File: src/rtl/core/oidd_pkg.sv
// ---------------------------------------------------------------------------
// oidd_pkg
// Shared types, constants and helpers for the BER OID subidentifier decoder.
// ---------------------------------------------------------------------------
package oidd_pkg;

    // Size of the value list; subidentifiers past this are flagged as extra
    localparam int MAX_VALUES = 16;

    // Seen counter saturates at MAX_VALUES + 1
    localparam int VS_W = $clog2(MAX_VALUES + 2);

    // Field widths fixed by the port list
    localparam int IDX_W = 5;
    localparam int ACC_W = 32;
    localparam int DIG_W = 7;

    // Decoupling queue between front and back
    localparam int Q_DEPTH   = 4;
    localparam int Q_PTR_W   = $clog2(Q_DEPTH);
    localparam int Q_CNT_W   = $clog2(Q_DEPTH + 1);

    // Final status codes
    typedef enum logic [1:0] {
        STAT_OK    = 2'd0,
        STAT_UNTRM = 2'd1,
        STAT_OVER  = 2'd2
    } oidd_status_t;

    // One classified content octet as it travels from front to back
    typedef struct packed {
        logic [DIG_W-1:0] digit;
        logic             more;
        logic             last;
    } oidd_word_t;

    // Truncate a seen count to the 5-bit output field
    function automatic logic [IDX_W-1:0] fit_idx(input logic [VS_W-1:0] v);
        logic [VS_W+IDX_W-1:0] ext;
        ext = {{IDX_W{1'b0}}, v};
        return ext[IDX_W-1:0];
    endfunction

endpackage

File: src/rtl/core/oidd_front.sv
// ---------------------------------------------------------------------------
// oidd_front
// Accepts content octets, splits them into digit and flags, and queues them.
// ---------------------------------------------------------------------------
module oidd_front (
    input  logic               clk,
    input  logic               rst_n,
    input  logic               byte_valid,
    output logic               byte_stall,
    input  logic [7:0]         content_byte,
    input  logic               final_byte,
    output logic               q_valid,
    output oidd_pkg::oidd_word_t q_word,
    input  logic               q_pop
);
    import oidd_pkg::*;

    oidd_word_t           q_mem [Q_DEPTH];
    logic [Q_PTR_W-1:0]   wr_ptr_reg, wr_ptr_next;
    logic [Q_PTR_W-1:0]   rd_ptr_reg, rd_ptr_next;
    logic [Q_CNT_W-1:0]   count_reg, count_next;
    logic                 push;
    oidd_word_t           in_word;

    // Classify the incoming word
    assign in_word.digit = content_byte[DIG_W-1:0];
    assign in_word.more  = content_byte[7];
    assign in_word.last  = final_byte;

    // Stall only on a full queue
    assign byte_stall = (count_reg == Q_CNT_W'(Q_DEPTH));
    assign push       = byte_valid && !byte_stall;

    assign q_valid = (count_reg != '0);
    assign q_word  = q_mem[rd_ptr_reg];

    // Advance pointers and fill count
    always_comb
    begin
        wr_ptr_next = push  ? wr_ptr_reg + 1'b1 : wr_ptr_reg;
        rd_ptr_next = q_pop ? rd_ptr_reg + 1'b1 : rd_ptr_reg;
        count_next  = count_reg;
        if (push && !q_pop)
        begin
            count_next = count_reg + 1'b1;
        end
        else if (!push && q_pop)
        begin
            count_next = count_reg - 1'b1;
        end
    end

    always_ff @(posedge clk or negedge rst_n)
    begin
        if (!rst_n)
        begin
            wr_ptr_reg <= '0;
            rd_ptr_reg <= '0;
            count_reg  <= '0;
        end
        else
        begin
            wr_ptr_reg <= wr_ptr_next;
            rd_ptr_reg <= rd_ptr_next;
            count_reg  <= count_next;
        end
    end

    // Store the queued word
    always_ff @(posedge clk)
    begin
        if (push)
        begin
            q_mem[wr_ptr_reg] <= in_word;
        end
    end

    // Queue bookkeeping checks
    a_no_overfill: assert property (@(posedge clk) disable iff (!rst_n)
        count_reg <= Q_CNT_W'(Q_DEPTH))
        else $error("queue fill count above depth");

    a_no_underrun: assert property (@(posedge clk) disable iff (!rst_n)
        q_pop |-> q_valid)
        else $error("pop from empty queue");

    a_ptr_gap: assert property (@(posedge clk) disable iff (!rst_n)
        (count_reg == '0) |-> (wr_ptr_reg == rd_ptr_reg))
        else $error("empty queue with unequal pointers");

endmodule

File: src/rtl/core/oidd_back.sv
// ---------------------------------------------------------------------------
// oidd_back
// Accumulates subidentifier digits, tracks the value count and registers
// one result per completing or final octet.
// ---------------------------------------------------------------------------
module oidd_back (
    input  logic                 clk,
    input  logic                 rst_n,
    input  logic                 q_valid,
    input  oidd_pkg::oidd_word_t q_word,
    output logic                 q_pop,
    output logic                 result_valid,
    input  logic                 result_stall,
    output logic [31:0]          subid_value,
    output logic [4:0]           subid_index,
    output logic                 subid_kept,
    output logic                 subid_valid,
    output logic                 oid_done,
    output logic [1:0]           oid_status,
    output logic [4:0]           value_count
);
    import oidd_pkg::*;

    logic [ACC_W-1:0] acc_reg, acc_next;
    logic [VS_W-1:0]  vs_reg, vs_next;
    logic             res_valid_reg, res_valid_next;

    logic [ACC_W-1:0] val_reg;
    logic [IDX_W-1:0] idx_reg;
    logic             kept_reg;
    logic             sval_reg;
    logic             done_reg;
    oidd_status_t     stat_reg;
    logic [IDX_W-1:0] cnt_reg;

    logic [ACC_W-1:0] acc_shift;
    logic [VS_W-1:0]  vs_after;
    logic             below_max;
    logic             need_out;
    logic             out_free;
    oidd_status_t     stat_c;
    logic [IDX_W-1:0] idx_c;
    logic [IDX_W-1:0] cnt_c;

    // Shift in the new digit
    assign acc_shift = {acc_reg[ACC_W-DIG_W-1:0], q_word.digit};
    assign below_max = (vs_reg < VS_W'(MAX_VALUES));

    // Pop when the word needs no output slot or the slot is free
    assign need_out = !q_word.more || q_word.last;
    assign out_free = !res_valid_reg || !result_stall;
    assign q_pop    = q_valid && (!need_out || out_free);

    // Compute count, status and next state
    always_comb
    begin
        vs_after = vs_reg;
        if (!q_word.more && (vs_reg <= VS_W'(MAX_VALUES)))
        begin
            vs_after = vs_reg + 1'b1;
        end

        idx_c = below_max ? fit_idx(vs_reg) : fit_idx(VS_W'(MAX_VALUES));

        if (q_word.more)
        begin
            stat_c = STAT_UNTRM;
        end
        else if (vs_after > VS_W'(MAX_VALUES))
        begin
            stat_c = STAT_OVER;
        end
        else
        begin
            stat_c = STAT_OK;
        end
        cnt_c = (stat_c == STAT_OK) ? fit_idx(vs_after) : '0;

        acc_next = acc_reg;
        vs_next  = vs_reg;
        if (q_pop)
        begin
            if (q_word.last)
            begin
                acc_next = '0;
                vs_next  = '0;
            end
            else if (!q_word.more)
            begin
                acc_next = '0;
                vs_next  = vs_after;
            end
            else
            begin
                acc_next = acc_shift;
            end
        end

        res_valid_next = res_valid_reg;
        if (q_pop && need_out)
        begin
            res_valid_next = 1'b1;
        end
        else if (!result_stall)
        begin
            res_valid_next = 1'b0;
        end
    end

    always_ff @(posedge clk or negedge rst_n)
    begin
        if (!rst_n)
        begin
            acc_reg       <= '0;
            vs_reg        <= '0;
            res_valid_reg <= 1'b0;
        end
        else
        begin
            acc_reg       <= acc_next;
            vs_reg        <= vs_next;
            res_valid_reg <= res_valid_next;
        end
    end

    // Load the result register
    always_ff @(posedge clk)
    begin
        if (q_pop && need_out)
        begin
            sval_reg <= !q_word.more;
            val_reg  <= q_word.more ? '0 : acc_shift;
            idx_reg  <= q_word.more ? '0 : idx_c;
            kept_reg <= !q_word.more && below_max;
            done_reg <= q_word.last;
            stat_reg <= q_word.last ? stat_c : STAT_OK;
            cnt_reg  <= q_word.last ? cnt_c : '0;
        end
    end

    assign result_valid = res_valid_reg;
    assign subid_value  = val_reg;
    assign subid_index  = idx_reg;
    assign subid_kept   = kept_reg;
    assign subid_valid  = sval_reg;
    assign oid_done     = done_reg;
    assign oid_status   = stat_reg;
    assign value_count  = cnt_reg;

    // Result and state consistency checks
    a_has_reason: assert property (@(posedge clk) disable iff (!rst_n)
        result_valid |-> (subid_valid || oid_done))
        else $error("result with neither subidentifier nor done");

    a_kept_valid: assert property (@(posedge clk) disable iff (!rst_n)
        (result_valid && subid_kept) |-> subid_valid)
        else $error("kept mark without subidentifier");

    a_err_count: assert property (@(posedge clk) disable iff (!rst_n)
        (result_valid && oid_done && (oid_status != STAT_OK)) |-> (value_count == '0))
        else $error("nonzero count on error status");

    a_clear_last: assert property (@(posedge clk) disable iff (!rst_n)
        (q_pop && q_word.last) |=> ((acc_reg == '0) && (vs_reg == '0)))
        else $error("state not cleared after final octet");

    a_vs_sat: assert property (@(posedge clk) disable iff (!rst_n)
        vs_reg <= VS_W'(MAX_VALUES + 1))
        else $error("seen count past saturation");

endmodule

File: src/rtl/core/ber_oid_subidentifier_decoder.sv
// ---------------------------------------------------------------------------
// ber_oid_subidentifier_decoder
// Decodes BER OID content octets into subidentifiers and a final status.
// ---------------------------------------------------------------------------
// An accepted octet enters the queue, is popped into the accumulator or the result
//   register, and can wait queued under result_stall. Throughput: 1 octet per cycle
//   unless result_stall holds, set by the back-end shift-or and the 4-word queue.
// Reset: rst_n clears the queue, the accumulator, the value count and the
//   result valid flag; the block accepts octets in the first cycle after reset.
module ber_oid_subidentifier_decoder (
    input  logic        clk,
    input  logic        rst_n,
    input  logic        byte_valid,
    output logic        byte_stall,
    input  logic [7:0]  content_byte,
    input  logic        final_byte,
    output logic        result_valid,
    input  logic        result_stall,
    output logic [31:0] subid_value,
    output logic [4:0]  subid_index,
    output logic        subid_kept,
    output logic        subid_valid,
    output logic        oid_done,
    output logic [1:0]  oid_status,
    output logic [4:0]  value_count
);
    import oidd_pkg::*;

    logic       q_valid;
    logic       q_pop;
    oidd_word_t q_word;

    // Front: accept and queue words
    oidd_front u_front (
        .clk          (clk),
        .rst_n        (rst_n),
        .byte_valid   (byte_valid),
        .byte_stall   (byte_stall),
        .content_byte (content_byte),
        .final_byte   (final_byte),
        .q_valid      (q_valid),
        .q_word       (q_word),
        .q_pop        (q_pop)
    );

    // Back: accumulate and report
    oidd_back u_back (
        .clk          (clk),
        .rst_n        (rst_n),
        .q_valid      (q_valid),
        .q_word       (q_word),
        .q_pop        (q_pop),
        .result_valid (result_valid),
        .result_stall (result_stall),
        .subid_value  (subid_value),
        .subid_index  (subid_index),
        .subid_kept   (subid_kept),
        .subid_valid  (subid_valid),
        .oid_done     (oid_done),
        .oid_status   (oid_status),
        .value_count  (value_count)
    );

endmodule
File: config.mk
export PLATFORM = sky130hd
export DESIGN_NAME = ber_oid_subidentifier_decoder
export DESIGN_NICKNAME = d
export VERILOG_FILES = /design/src/rtl/core/oidd_pkg.sv /design/src/rtl/core/oidd_front.sv /design/src/rtl/core/oidd_back.sv /design/src/rtl/core/ber_oid_subidentifier_decoder.sv
export SDC_FILE = /design/constraint.sdc
export NUM_CORES = 1
export LEC_CHECK = 0
export ABC_AREA = 1
export BUFFER_PORTS_ARGS = -buffer_cell sky130_fd_sc_hd__buf_2
export CAP_MARGIN = 30
export CORE_AREA = 8 8 114 116
export CTS_BUF_LIST = sky130_fd_sc_hd__clkbuf_4 sky130_fd_sc_hd__clkbuf_8
export DETAILED_ROUTE_END_ITERATION = 10
export DIE_AREA = 0 0 122 124
export GPL_TIMING_DRIVEN = 0
export RECOVER_POWER = 100
export SETUP_SLACK_MARGIN = 0.15
export SYNTH_ARGS = -nofsm -noshare
export SYNTH_HDL_FRONTEND = slang
export SYNTH_SLANG_ARGS = --single-unit
File: constraint.sdc
create_clock -name clk -period 3.4 [get_ports clk]
set_input_delay 0.51 -clock clk [delete_from_list [all_inputs] [get_ports clk]]
set_output_delay 0.51 -clock clk [all_outputs]
set_load 0.005 [all_outputs]
; ---- Yosys cells after proc, flatten, opt, wreduce, memory -nomap -nowiden
; Memory sizes are Yosys's and may differ from the RTL's.
; Index checks and enable logic that the tools add are counted.
[totals]
out_inout_bits = 49
input_bits = 13
word_cells = 64
mem_count = 1
regBits = 85
ramBits = 36
[classes]
addsub = 5
n_eq_ne = 3
mux = 14
n_reduce_logical = 23
bitwise = 1
magnitude_cmp = 3
[mem_list]
columns = name, depth, word_bits, read_ports, rd_ports_with_merged_regs, write_ports, line_no
row1 = u_front.q_mem, 4, 9, 1, 0, 1, oidd_front.sv:18  ; oidd_word_t q_mem [Q_DEPTH];
[ops]
columns = op, count
row1 = $mux W25, 2
row2 = $mux W5, 4
row3 = $logic_and A1 B1 Y1, 7
row4 = $logic_not A1 Y1, 7
row5 = $mux W3, 2
row6 = $add A5 B1 Y5 const B, 1
row7 = $gt A5 B5 Y1 const B, 1
row8 = $le A5 B5 Y1 const B, 1
row9 = $lt A5 B5 Y1 const B, 1
row10 = $add A2 B1 Y2 const B, 2
row11 = $mux W1, 4
row12 = $mux W2, 2
row13 = $reduce_and A2 Y1, 2
row14 = $add A3 B1 Y3 const B, 1
row15 = $eq A3 B3 Y1 const B, 1
row16 = $logic_or A1 B1 Y1, 3
row17 = $reduce_bool A3 Y1, 1
row18 = $sub A3 B1 Y3 const B, 1
row19 = $logic_not A2 Y1, 1
row20 = $ne A2 B1 Y1 const B, 1
row21 = $ne A2 B2 Y1 const B, 1
row22 = $reduce_bool A2 Y1, 1
row23 = $reduce_or A2 Y1, 1
row24 = $not A1 Y1, 1

; ---- Depth between registers and ports, before layout
; Gate-level depths: netlist (run 1).
; An unclocked memory read counts as a cell.
[depth]
ltp_word = 9
mapped_depth = 16
depth_no_buf = 15

; ---- Cells and area by module
; Synthesis (run 1) repeated with hierarchy kept, for this count alone.
[unflattened]
cells_unflattened = 411
area_unflattened_um2 = 4973.5
[modules_own_cells]
columns = module, area_each_um2, seq_area_each_um2, n_inst, cells_per_inst
row1 = oidd_back, 3024.2, 2187.1, 1, 253
row2 = oidd_front, 1949.4, 1256.2, 1, 158

; ---- Worst setup path before layout (run 1)
; No wires, ideal clock.
[synth_path]
path_type = reg-to-reg
start = register u_front.rd_ptr_reg[1]
end = register u_front.count_reg[1]
period_less_slack_ns = 2.348
path_buffers = 1
t_required_ns = 3.275
path_stages_with_launch = 14
slack_ns = 1.052
t_arrival_ns = 2.224
setup_ns = 0.125
path_cell_list = dfrtp_1 bufinv_8 nand3_1 nand2_2 inv_2 nor2_8 nand2_8 nand2_8 buf_8 inv_2 ha_1 inv_1 fa_1 mux2_2
[synth_rtl]
columns = item, line_no
row1 = "start, declared", oidd_front.sv:20  ; logic [Q_PTR_W-1:0] rd_ptr_reg, rd_ptr_next;
row2 = "start signal, assigned", oidd_front.sv:64  ; rd_ptr_reg <= rd_ptr_next;
row3 = "end signal, assigned", oidd_front.sv:65  ; count_reg <= count_next;
row4 = "end, declared", oidd_front.sv:21  ; logic [Q_CNT_W-1:0] count_reg, count_next;

==> summary.md, run 1 <==
| Metric | Value |
|---|---|
| Status | `finished with violations` |
| Failing checks | `capacitance limit, slew limit` |
| Switch Pwr | `~2.2 mW` |
| Syn nets | `slightly below 400` |
| Gate power share | `a little under two fifths` |
| Layout Skew | `0.01719 ns` |
| Setup violators final | `0` |
| Switch share | `37.63%` |
| Maximum fanout along the worst path | `10` |
| Yosys warnings | `0` |
| Post-synth top area cell | `edfxtp_1` |
| First-pass GRT wire length | `about 15000 um` |
| Vias per Instance | `4.745` |
| FF-to-FF Start | `u_front.rd_ptr_reg[0]$_DFFE_PN0P_` |
| Startpoint types | `flip-flop` |
| Hold endpoint | `u_front.q_mem[0][2]$_DFFE_PP_` |
| Initial Util | `between 40% and 50%` |
| Post-CTS Repair Setup Buffers | `0` |
| Top-area cell type share of the netlist area | `50.62%` |
| Int Pwr | `between 3 and 4 mW` |
| Clk buf depth | `2` |
| Maximum VDD drop | `about 0.42 mV` |
| TritonRoute pass-1 iters | `4` |
| CTS tree | `yes` |
| Top cells by count, synth | `edfxtp_1, nor2_1, inv_1` |
| Synth Cell Area | `4923 um2` |
| CP most frequent cell | `inv_1` |
| TritonCTS Sinks | `about 120` |
| Avg WL per Cell | `15.42 um` |
| Fin nets | `473` |
| Max Freq | `~360 MHz` |
| Clock Root Buffer | `clkbuf_8` |
| Initial DRC Count | `~150` |
| Setup crit end kind | `flip-flop` |
| I/O pins | `62` |
| Slew @ Worst Pin | `approximately 2.1 ns` |
| Req. time, crit path | `about 3.7 ns` |
| RSZ-0062 raised after global routing | `false` |
| Die X | `122 um` |
| Sequential share of power | `a little over two fifths` |
| Sequential cell area fraction in the yosys report | `between 60 and 70%` |
| Post-route DRC | `0` |
| Wl on met1 | `around 4000 um` |
| Main synth FF type | `edfxtp_1` |
| Cell Rows | `39` |
| Slowest stage delay, CP | `0.41 ns` |
| Number of synthesized flops with an enable pin | `between 80 and 90` |
| FF+latch area | `3443 um2` |
| Cells after Synth | `roughly 370` |
| I/O Buffers | `slightly above 60` |
| WL final | `around 9400 um` |
| Final hold slack | `0.3305 ns` |
| Register bit total from synthesis | `approximately 120` |
| Core area | `11170 um2` |
| CTS Hold Bufs | `0` |
| Syn_area_per_cell | `approximately 13 um2` |
| Antenna violations before repair | `0` |
| CTS Buf Count | `17` |
| Final Max Tran Viols | `39` |
| Vias | `roughly 2900` |
| Fin crit period | `about 2.8 ns` |
| Total negative setup slack | `0 ns` |
| CP Data Arrival Time | `about 3 ns` |
| LEAKAGE | `around 2.2 nW` |
| Worst R2R Path Depth | `16` |
| Flop2flop setup slack | `between 0.6 and 0.7 ns` |
| FFs w/ async S/R, synth | `31.40%` |
| Max FFs per register | `36` |
| Min-delay src | `content_byte[0]` |
| Slowest stage cell, crit path | `dfrtp_1` |
| H-tree depth | `4` |
| Vias in the first global route | `3044` |
| FF-to-FF End | `u_front.count_reg[2]$_DFFE_PN0P_` |
| Total gr overflow | `0` |
| Worst hold stages | `1` |
| Slew headroom | `-39.43%` |
| Antenna diodes | `0` |
| Top cells by area, synth | `edfxtp_1, dfrtp_1, nor2_1` |
| Clk slew on worst S/H paths | `roughly 0.080 ns` |
| PwrDens | `1010 nW/um2` |
| Layout cells sized above 1 | `a little under a fifth` |
| Syn-to-layout area delta | `15.55%` |
| Tightest Hold Check Type | `primary input to flip-flop` |
| Largest net degree at the start of global routing | `40` |
| Routed Antenna Nets | `0` |
| Clk_lat worst skew | `about 0.43 ns` |
| Max Cap Violations | `1` |
| Final period utilization | `roughly 81%` |
| Met3 WL post-DR | `between 400 and 500 um` |
| Distinct cells, synth | `32` |
| CTS resizes | `0` |
| Dpl hpwl | `6435 um` |
| Cell Chain, Critical Path | `inv_1, nand2_1, nand3_1, nand2_1, inv_1, nor2_8, nand2_8, nand2_8, buf_8, inv_1, ha_1, inv_1, fa_1, a21oi_1, o21ai_0, xor2_1` |
| Most frequent cell after synthesis | `edfxtp_1` |
| Clk pwr share | `20.3%` |
| Routability Congestion | `between 0.7 and 0.8` |
| Met2 WL | `approximately 4700 um` |
| Multi-input logic area | `about 1100 um2` |
| Max layer used | `met4` |
| Die height | `124 um` |
| Total Routing Usage GR | `roughly an eighth` |
| Count of final hold-check violations | `0` |
| Die area | `roughly 15000 um2` |
| WS Path Type | `flip-flop to flip-flop` |
| # fillers | `between 1000 and 1500` |
[metrics by stage]
step | power [mW] | std cells | setup WS, ns | utilization (%) | cell area, um2
floorplan | 3.975 | 371 | 1.052 | - | 4923
CTS | 5.962 | 608 | 0.7459 | 51.85 | 5794
global placement | 4.691 | 575 | 0.6916 | 48.39 | 5408
global route | 6.140 | 608 | 0.3943 | 50.91 | 5689
finish | 5.748 | 608 | 0.6395 | 50.91 | 5689
detailed placement | 4.783 | 576 | 0.7676 | 48.57 | 5428
[metal layers]
metal	GRT usage, %	vias up
li1	-	1421
met1	15.18	1388
met2	22.10	62
met3	4.850	14
met4	5.474	0
met5	0	-
[worst max-delay path by stage]
stage	from	end	slack, ns	cells after the start
final	u_front.rd_ptr_reg[0]$_DFFE_PN0P_	u_front.count_reg[2]$_DFFE_PN0P_	0.64	16
after global routing	u_front.rd_ptr_reg[0]$_DFFE_PN0P_	u_front.count_reg[2]$_DFFE_PN0P_	0.39	16
after global placement	u_front.rd_ptr_reg[0]$_DFFE_PN0P_	u_back.vs_reg[2]$_DFFE_PN0P_	0.69	9
after detailed placement	u_front.rd_ptr_reg[1]$_DFFE_PN0P_	u_front.count_reg[1]$_DFFE_PN0P_	0.77	13
after floorplan	u_front.rd_ptr_reg[1]$_DFFE_PN0P_	u_front.count_reg[1]$_DFFE_PN0P_	1.05	13
after CTS	u_front.rd_ptr_reg[1]$_DFFE_PN0P_	u_front.count_reg[1]$_DFFE_PN0P_	0.75	13
[placed cells by master (no fill, tap or decap), types with 6 or more instances in the layout]
cell and instances:
edfxtp_1 83, inv_1 52, nor2_1 51, clkbuf_1 50
nand2_1 39, dfrtp_1 38, o22ai_1 18, buf_2 18
clkbuf_8 18, nand3_1 11, o22ai_2 11, nand2_2 9
a21oi_1 8, a32o_1 7, ha_1 7, clkinvlp_4 6
[area by class of cell]
| class | instances | area share, % |
|---|---|---|
| inverter | 53 | 3.739 |
| clock inverter | 12 | 1.825 |
| timing repair buffer | 62 | 4.750 |
| buffer | 11 | 1.210 |
| tap | 143 | 3.145 |
| multi-input combinational | 186 | 20.19 |
| sequential | 121 | 60.52 |
| clock buffer | 20 | 4.618 |
[power by group through the flow]
stage	Clock, mW	Combinational [mW]	Sequential (mW)
finish	1.17	2.17	2.41
global route	1.25	2.42	2.47
CTS	1.19	2.36	2.41
detailed placement	0	2.34	2.44
global placement	0	2.26	2.43
floorplan	0	1.51	2.47
[logic make-up (layout without fill, tap and decap cells)]
| group | after synthesis | in the layout | synth area share [%] |
|---|---|---|---|
| adders and majority gates | 8 | 8 | 2.185 |
| AOI/OAI and AO/OA | 49 | 49 | 8.031 |
| buffers and inverters | 64 | 158 | 6.277 |
| muxes | 1 | 1 | 0.2287 |
| and+or+nand+nor | 122 | 122 | 12.27 |
| DFF | 121 | 121 | 69.94 |
| xor gates and xnor gates | 6 | 6 | 1.067 |
[worst max-delay path: cells and delay by family (launching register included)]
kind / cells / cell delay (ns)
AOI/OAI and AO/OA: 2 / 0.25
xor gates and xnor gates: 1 / 0.15
adders and majority gates: 2 / 0.52
buffers and inverters: 5 / 0.73
DFF: 1 / 0.41
and+or+nand+nor: 6 / 0.58
No activity file was read; power rests on OpenSTA's default activity.
==> run 2: changes to the inputs <==
Settings changed: ABC_AREA 1 to 0, CORE_AREA 8 8 114 116 to 8 8 113 115, DIE_AREA 0 0 122 124 to 0 0 121 123, PLACE_DENSITY from default to 0.66.
Clock period 3.4 ns to 2.4 ns, I/O delays scaled along.
==> run 2 against run 1 <==
Against the previous run:
- the run ends with capacitance limit, slew limit, setup timing left
- sequential power up 43%
- hold slack worse by 0.13 ns
- register-to-register slack worse by 0.74 ns
- area after synthesis down 2.4%
==> summary.md, run 2 <==
| Metric | Value |
|---|---|
| Design area | `5959 um2 (+4.8%)` |
| Vias per Instance | `4.875 (+2.7%)` |
| Core area | `11080 um2 (-0.87%)` |
| Status | `finished with violations` |
| TritonRoute pass-1 iters | `4 (unchanged)` |
| Max FFs per register | `36 (unchanged)` |
| Vias | `2915 (+1.0%)` |
| Most frequent cell after synthesis | `edfxtp_1` |
| Clk buf depth | `2 (unchanged)` |
| Slew headroom | `-35.75% (+3.7 points)` |
| Final period utilization | `104.3% (+23 points)` |
| Commonest non-fill, non-tap cells in the layout | `edfxtp_1, nand2_1, clkbuf_1, dfrtp_1, nor2b_1` |
| Main synth FF type | `edfxtp_1` |
| Vias in the first global route | `2907 (-4.5%)` |
| PwrDens | `1394 nW/um2 (+38%)` |
| Die area | `14880 um2 (-1.6%)` |
| CP Data Arrival Time | `2.80 ns (-0.26 ns)` |
| Die height | `123 um (-0.81%)` |
| Routed Antenna Nets | `0 (unchanged)` |
| Die X | `121 um (-0.82%)` |
| Syn nets | `359 (-8.4%)` |
| Total gr overflow | `0 (unchanged)` |
| Clk slew on worst S/H paths | `0.07 ns (about the same)` |
| First-pass GRT wire length | `14870 um (-2.1%)` |
| Top cells by count, synth | `edfxtp_1, nand2_1, dfrtp_1` |
| H-tree depth | `4 (unchanged)` |
| Max Freq | `399.4 MHz (+10%)` |
| Layout Skew | `0.01238 ns (-0.004806 ns)` |
| Layout cells sized above 1 | `24.84% (+6.6 points)` |
| Fin nets | `463 (-2.1%)` |
| I/O Buffers | `61 (unchanged)` |
| Synth Cell Area | `4806 um2 (-2.4%)` |
| Top cells by area, synth | `edfxtp_1, dfrtp_1, nor2b_1` |
| FFs w/ async S/R, synth | `31.40% (unchanged)` |
| Req. time, crit path | `2.69 ns (-1.01 ns)` |
| LEAKAGE | `2.253 nW (+1.8%)` |
| Post-synth top area cell | `edfxtp_1` |
| Clock Root Buffer | `clkbuf_8` |
| Routability Congestion | `0.8187 (+2.7%)` |
| Maximum VDD drop | `0.6299 mV (+50%)` |
| Antenna diodes | `0 (unchanged)` |
| Largest net degree at the start of global routing | `39 (-2.5%)` |
| Post-route DRC | `0 (unchanged)` |
| Syn-to-layout area delta | `24.00%` |
| Register bit total from synthesis | `121 (unchanged)` |
| Slew @ Worst Pin | `2.036 ns (-0.05517 ns)` |
| CTS Buf Count | `17 (unchanged)` |
| Worst R2R Path Depth | `9 (-7)` |
| Commonest non-fill, non-tap cell in the layout | `edfxtp_1` |
| Total Routing Usage GR | `13.02% (-0.23 points)` |
| Maximum fanout along the worst path | `3 (-7)` |
| Top-area cell type share of the netlist area | `51.86% (+1.2 points)` |
| Avg WL per Cell | `16.05 um (+4.0%)` |
| Yosys warnings | `0 (unchanged)` |
| Antenna violations before repair | `0 (unchanged)` |
| Failing checks | `capacitance limit, slew limit, setup timing` |
| WS Path Type | `flip-flop to flip-flop` |
| Initial Util | `43.39% (-0.67 points)` |
| Final Max Tran Viols | `39 (unchanged)` |
| Setup violators final | `4 (+4)` |
| RSZ-0062 raised after global routing | `true` |
| Number of synthesized flops with an enable pin | `83 (unchanged)` |
| Overall power | `8.306 mW (+45%)` |
| Initial DRC Count | `165 (+12%)` |
| WL final | `9595 um (+2.3%)` |
| TritonCTS Sinks | `121 (unchanged)` |
| Cells after Synth | `338 (-8.9%)` |
| Distinct cells, synth | `36 (+13%)` |
| Worst hold stages | `1 (unchanged)` |
| PnR worst setup slack | `-0.1040 ns (-0.7434 ns)` |
| Setup crit end kind | `flip-flop` |
| Dpl hpwl | `6072 um (-5.6%)` |
| Cell Rows | `39 (unchanged)` |
| Max Cap Violations | `1 (unchanged)` |
| Count of final hold-check violations | `0 (unchanged)` |
| Sequential cell area fraction in the yosys report | `71.65% (+1.7 points)` |
| Startpoint types | `flip-flop` |
| I/O pins | `62 (unchanged)` |
| Tightest Hold Check Type | `primary input to flip-flop` |
| Clk_lat worst skew | `0.41 ns (-0.02 ns)` |
| Fin crit period | `2.504 ns (-0.2566 ns)` |
| Placed cell areas | `5330 um2 (-1.8%)` |
| CTS tree | `yes` |
| Final core utilization | `53.80% (+2.9 points)` |
| Syn_area_per_cell | `14.22 um2 (+7.1%)` |
run 2: metal layers:
metal / up-vias / wire, um / GRT usage, % / share of wire (%)
met4: 0 / 151 / 5.386 / 1.6
met5: - / 0 / 0 / 0
met3: 14 / 654 / 4.110 / 6.8
met2: 86 / 4650 / 21.04 / 48
met1: 1412 / 4138 / 15.96 / 43
li1: 1403 / - / - / -
run 2: final timing paths:
kind | startpoint | endpoint | slack (ns)
setup / recovery | u_front.rd_ptr_reg[0]$_DFFE_PN0P_ | u_front.count_reg[1]$_DFFE_PN0P_ | -0.10
hold / removal | content_byte[4] | u_front.q_mem[1][6]$_DFFE_PP_ | 0.20
setup reg to reg | u_front.rd_ptr_reg[0]$_DFFE_PN0P_ | u_front.count_reg[1]$_DFFE_PN0P_ | -0.10
hold reg to reg | u_back.acc_reg[8]$_DFFE_PN0P_ | u_back.acc_reg[15]$_DFFE_PN0P_ | 0.49
max in group asynchronous | rst_n | u_back.acc_reg[3]$_DFFE_PN0P_ | 0.70
min in group asynchronous | rst_n | u_back.acc_reg[11]$_DFFE_PN0P_ | 0.52
run 2: area by class of cell:
type	count	area, um2
Timing Repair inverter	3	22.52
Clock inverter	12	125.1
Fill cell	933	5117
Timing Repair Buffer	82	404.1
Inverter	8	38.79
Tap cell	143	178.9
Buffer	17	103.9
Clock buffer	20	262.8
Multi-Input combinational cell	192	1380
Sequential cell	121	3443
run 2: repair_timing:
item	CTS	global route
gates cloned	2	1
gates resized for setup	16	21
hold buffers	0	0
endpoints found under the setup margin	58	48
buffers inserted	12	9
pin swaps	4	6
run 2: cell families (layout without fill, tap and decap cells):
group                      count (synthesis)  after routing  share of synthesized area [%]
muxes                                     12             12                          4.894
buffers and inverters                     25            142                          2.161
AOI/OAI and AO/OA                         42             42                          5.155
xor gates and xnor gates                   7              7                          1.276
and+or+nand+nor                          123            123                          12.63
DFF                                      121            121                          71.65
adders and majority gates                  8              8                          2.239
run 2: metrics by stage:
| step | setup TNS (ns) | setup slack, ns | cells | hold slack, ns |
|---|---|---|---|---|
| after detailed placement | -25.84 | -0.5293 | 542 | 0.4781 |
| after CTS | -1.249 | -0.09528 | 588 | 0.06148 |
| final | -0.2082 | -0.1040 | 598 | 0.2036 |
| after floorplan | -4.605 | -0.1167 | 338 | 0.06441 |
| after global routing | -0.7015 | -0.1930 | 598 | 0.1911 |
| after global placement | -24.23 | -0.4989 | 542 | 0.4797 |
run 2: report_power, final:
group          leakage, nW  internal, mW  switching, mW  total, mW
sequential            1.31          3.16          0.286       3.44
clock                0.196         0.967          0.786       1.75
combinational        0.746          1.29           1.83       3.11
run 2: critical path: stages, from the launching register on:
cell,delay (ns)
dfrtp_1,0.38
buf_8,0.11
mux4_2,0.51
buf_8,0.15
nor3_4,0.21
nor2_2,0.07
ha_2,0.21
inv_2,0.05
fa_1,0.41
mux2_4,0.29
==> run 3: changes to the inputs <==
==> constraint.sdc (replaced) <==
create_clock -name clk -period 2.4 [get_ports clk]
set_input_delay 0 -clock clk [delete_from_list [all_inputs] [get_ports clk]]
set_output_delay 0 -clock clk [all_outputs]
set_load 0.005 [all_outputs]
==> run 3 against run 2 <==
Against the previous run:
- cell area rose by 1.8%
- setup slack barely moved
- sequential share of layout area fell by 1.0 points
- clock skew fell by 0.00093 ns
- core utilization rose by 0.99 points
- register-to-register slack barely moved
- largest power group unchanged
- via count rose by 0.99%
- the run ends with setup timing left
- highest routed layer unchanged
- routed wire length rose by 1.1%
- sequential power barely moved
- critical path depth did not move
- clock power barely moved
- maximum frequency barely moved
==> summary.md, run 3 (synthesis gave the netlist of run 2 again) <==
| Metric | Value |
|---|---|
| Status | `finished with violations` |
| Failing checks | `setup timing` |
| TritonCTS Sinks | `121 (unchanged)` |
| Initial Util | `43.39% (unchanged)` |
| TritonRoute pass-1 iters | `4 (unchanged)` |
| CTS tree | `yes` |
| Setup crit end kind | `flip-flop` |
| Final hold slack | `0.1397 ns (-0.06383 ns)` |
| Maximum fanout along the worst path | `3 (unchanged)` |
| Final non-filler cell total | `609 (+1.8%)` |
| Antenna violations before repair | `0 (unchanged)` |
| Syn-to-layout area delta | `26.30%` |
| First-pass GRT wire length | `15030 um (+1.1%)` |
| Fin nets | `474 (+2.4%)` |
| Total gr overflow | `0 (unchanged)` |
| Multi-input logic area | `1380 um2 (unchanged)` |
| CP Data Arrival Time | `2.80 ns (about the same)` |
| Total negative setup slack | `-0.2133 ns (-0.005162 ns)` |
| Commonest non-fill, non-tap cells in the layout | `edfxtp_1, nand2_1, clkbuf_1, dfrtp_1, nor2b_1` |
| Req. time, crit path | `2.70 ns (about the same)` |
| Routability Congestion | `0.8187 (unchanged)` |
| Count of final hold-check violations | `0 (unchanged)` |
| Slew headroom | `36.53% (+72 points)` |
| Antenna diodes | `0 (unchanged)` |
| Max FFs per register | `36 (unchanged)` |
| Cell Rows | `39 (unchanged)` |
| Total Routing Usage GR | `13.13% (+0.11 points)` |
| Fin crit period | `2.504 ns (+0.0004690 ns)` |
| Commonest non-fill, non-tap cell in the layout | `edfxtp_1` |
| Layout Skew | `0.01145 ns (-0.0009341 ns)` |
| Slew @ Worst Pin | `0.9520 ns (-1.084 ns)` |
| H-tree depth | `4 (unchanged)` |
| Tightest Hold Check Type | `primary input to flip-flop` |
| Clk_lat worst skew | `0.42 ns (about the same)` |
| Dpl hpwl | `6072 um (unchanged)` |
| Avg WL per Cell | `15.92 um (-0.76%)` |
| Setup violators final | `4 (unchanged)` |
| Initial DRC Count | `175 (+6.1%)` |
| Vias | `2944 (+0.99%)` |
| Final period utilization | `104.4% (about the same)` |
| Layout cells sized above 1 | `24.25% (-0.59 points)` |
| Vias in the first global route | `2941 (+1.2%)` |
| FF+latch area | `3443 um2 (unchanged)` |
| Largest net degree at the start of global routing | `39 (unchanged)` |
| PwrDens | `1372 nW/um2 (-1.6%)` |
| Number of placed cells counting well taps | `542 (unchanged)` |
| Final Max Tran Viols | `0 (-100%)` |
| PnR worst setup slack | `-0.1044 ns (-0.0004690 ns)` |
| Core area | `11080 um2 (unchanged)` |
| RSZ-0062 raised after global routing | `true` |
| Clock Root Buffer | `clkbuf_8` |
| WL final | `9697 um (+1.1%)` |
| Post-route DRC | `0 (unchanged)` |
| Final core utilization | `54.80% (+0.99 points)` |
| Routed Antenna Nets | `0 (unchanged)` |
| Maximum VDD drop | `0.6347 mV (+0.75%)` |
| Die X | `121 um (unchanged)` |
| Vias per Instance | `4.834 (-0.83%)` |
| Die area | `14880 um2 (unchanged)` |
| Max Cap Violations | `0 (-1)` |
| Max Freq | `399.3 MHz (about the same)` |
| Startpoint types | `flip-flop` |
| CTS Buf Count | `17 (unchanged)` |
| WS Path Type | `flip-flop to flip-flop` |
| Die height | `123 um (unchanged)` |
| I/O Buffers | `61 (unchanged)` |
| I/O pins | `62 (unchanged)` |
| Clk buf depth | `2 (unchanged)` |
| # fillers | `922 (-1.2%)` |
| LEAKAGE | `2.299 nW (+2.1%)` |
| Clk slew on worst S/H paths | `0.07 ns (about the same)` |
==> run 3: worst max-delay path: stages, from the launching register on <==
cell and delay, ns:
dfrtp_1 0.38, buf_8 0.11, mux4_2 0.50, buf_8 0.15
nor3_4 0.21, nor2_2 0.07, ha_2 0.21, inv_2 0.05
fa_1 0.41, mux2_4 0.29
==> run 3: layout make-up <==
| type | instances | area share [%] |
|---|---|---|
| Sequential cell | 121 | 56.73 |
| Buffer | 17 | 1.711 |
| Timing Repair Buffer | 93 | 8.472 |
| Timing Repair inverter | 3 | 0.3711 |
| Clock inverter | 12 | 2.061 |
| Multi-Input combinational cell | 192 | 22.74 |
| Clock buffer | 20 | 4.329 |
| Tap cell | 143 | 2.948 |
| Inverter | 8 | 0.6390 |
==> run 3: worst paths after layout <==
| path | cells past startpoint | to | slack, ns | from |
|---|---|---|---|---|
| worst max register to register | 9 | u_front.count_reg[1]$_DFFE_PN0P_ | -0.10 | u_front.rd_ptr_reg[0]$_DFFE_PN0P_ |
| max in group asynchronous | 2 | u_back.acc_reg[8]$_DFFE_PN0P_ | 1.50 | rst_n |
| worst max-delay path | 9 | u_front.count_reg[1]$_DFFE_PN0P_ | -0.10 | u_front.rd_ptr_reg[0]$_DFFE_PN0P_ |
| min in group asynchronous | 2 | u_back.acc_reg[11]$_DFFE_PN0P_ | 0.30 | rst_n |
| worst min-delay path | 4 | u_back.vs_reg[0]$_DFFE_PN0P_ | 0.14 | result_stall |
| worst min register to register | 2 | u_back.acc_reg[15]$_DFFE_PN0P_ | 0.49 | u_back.acc_reg[8]$_DFFE_PN0P_ |
==> run 3: stage by stage <==
step / power [mW] / area (um2) / worst slack [ns]
3_3_place_gp: 6.034 / 5330 / -0.4989
6_report: 8.328 / 6070 / -0.1044
5_1_grt: 8.835 / 6070 / -0.1932
4_1_cts: 8.200 / 5993 / -0.09527
2_1_floorplan: 5.109 / 4846 / -0.1167
3_5_place_dp: 6.122 / 5330 / -0.5293
==> run 3: routing by layer <==
layer / up-vias / track usage, % / part of all wire, %
met4: 0 / 5.386 / 0.67
met5: - / 0 / 0
met2: 89 / 21.31 / 50
met1: 1421 / 16.05 / 42
met3: 7 / 4.110 / 7.0
li1: 1427 / - / -
==> run 3: report_power, final <==
| group | internal, mW | leakage [nW] | switching (mW) | total, mW |
|---|---|---|---|---|
| clock network | 0.967 | 0.196 | 0.788 | 1.76 |
| registers | 3.16 | 1.31 | 0.285 | 3.44 |
| logic | 1.30 | 0.792 | 1.84 | 3.13 |
| total | 5.42 | 2.30 | 2.91 | 8.33 |
==> run 3: timing repair <==
item | 4_1_cts | 5_1_grt
gates cloned | 2 | 1
hold buffers | 11 | 0
gates resized for setup | 16 | 21
endpoints found under the hold margin | 75 | 0
pin swaps | 4 | 7
endpoints found under the setup margin | 58 | 48
buffers inserted | 12 | 9
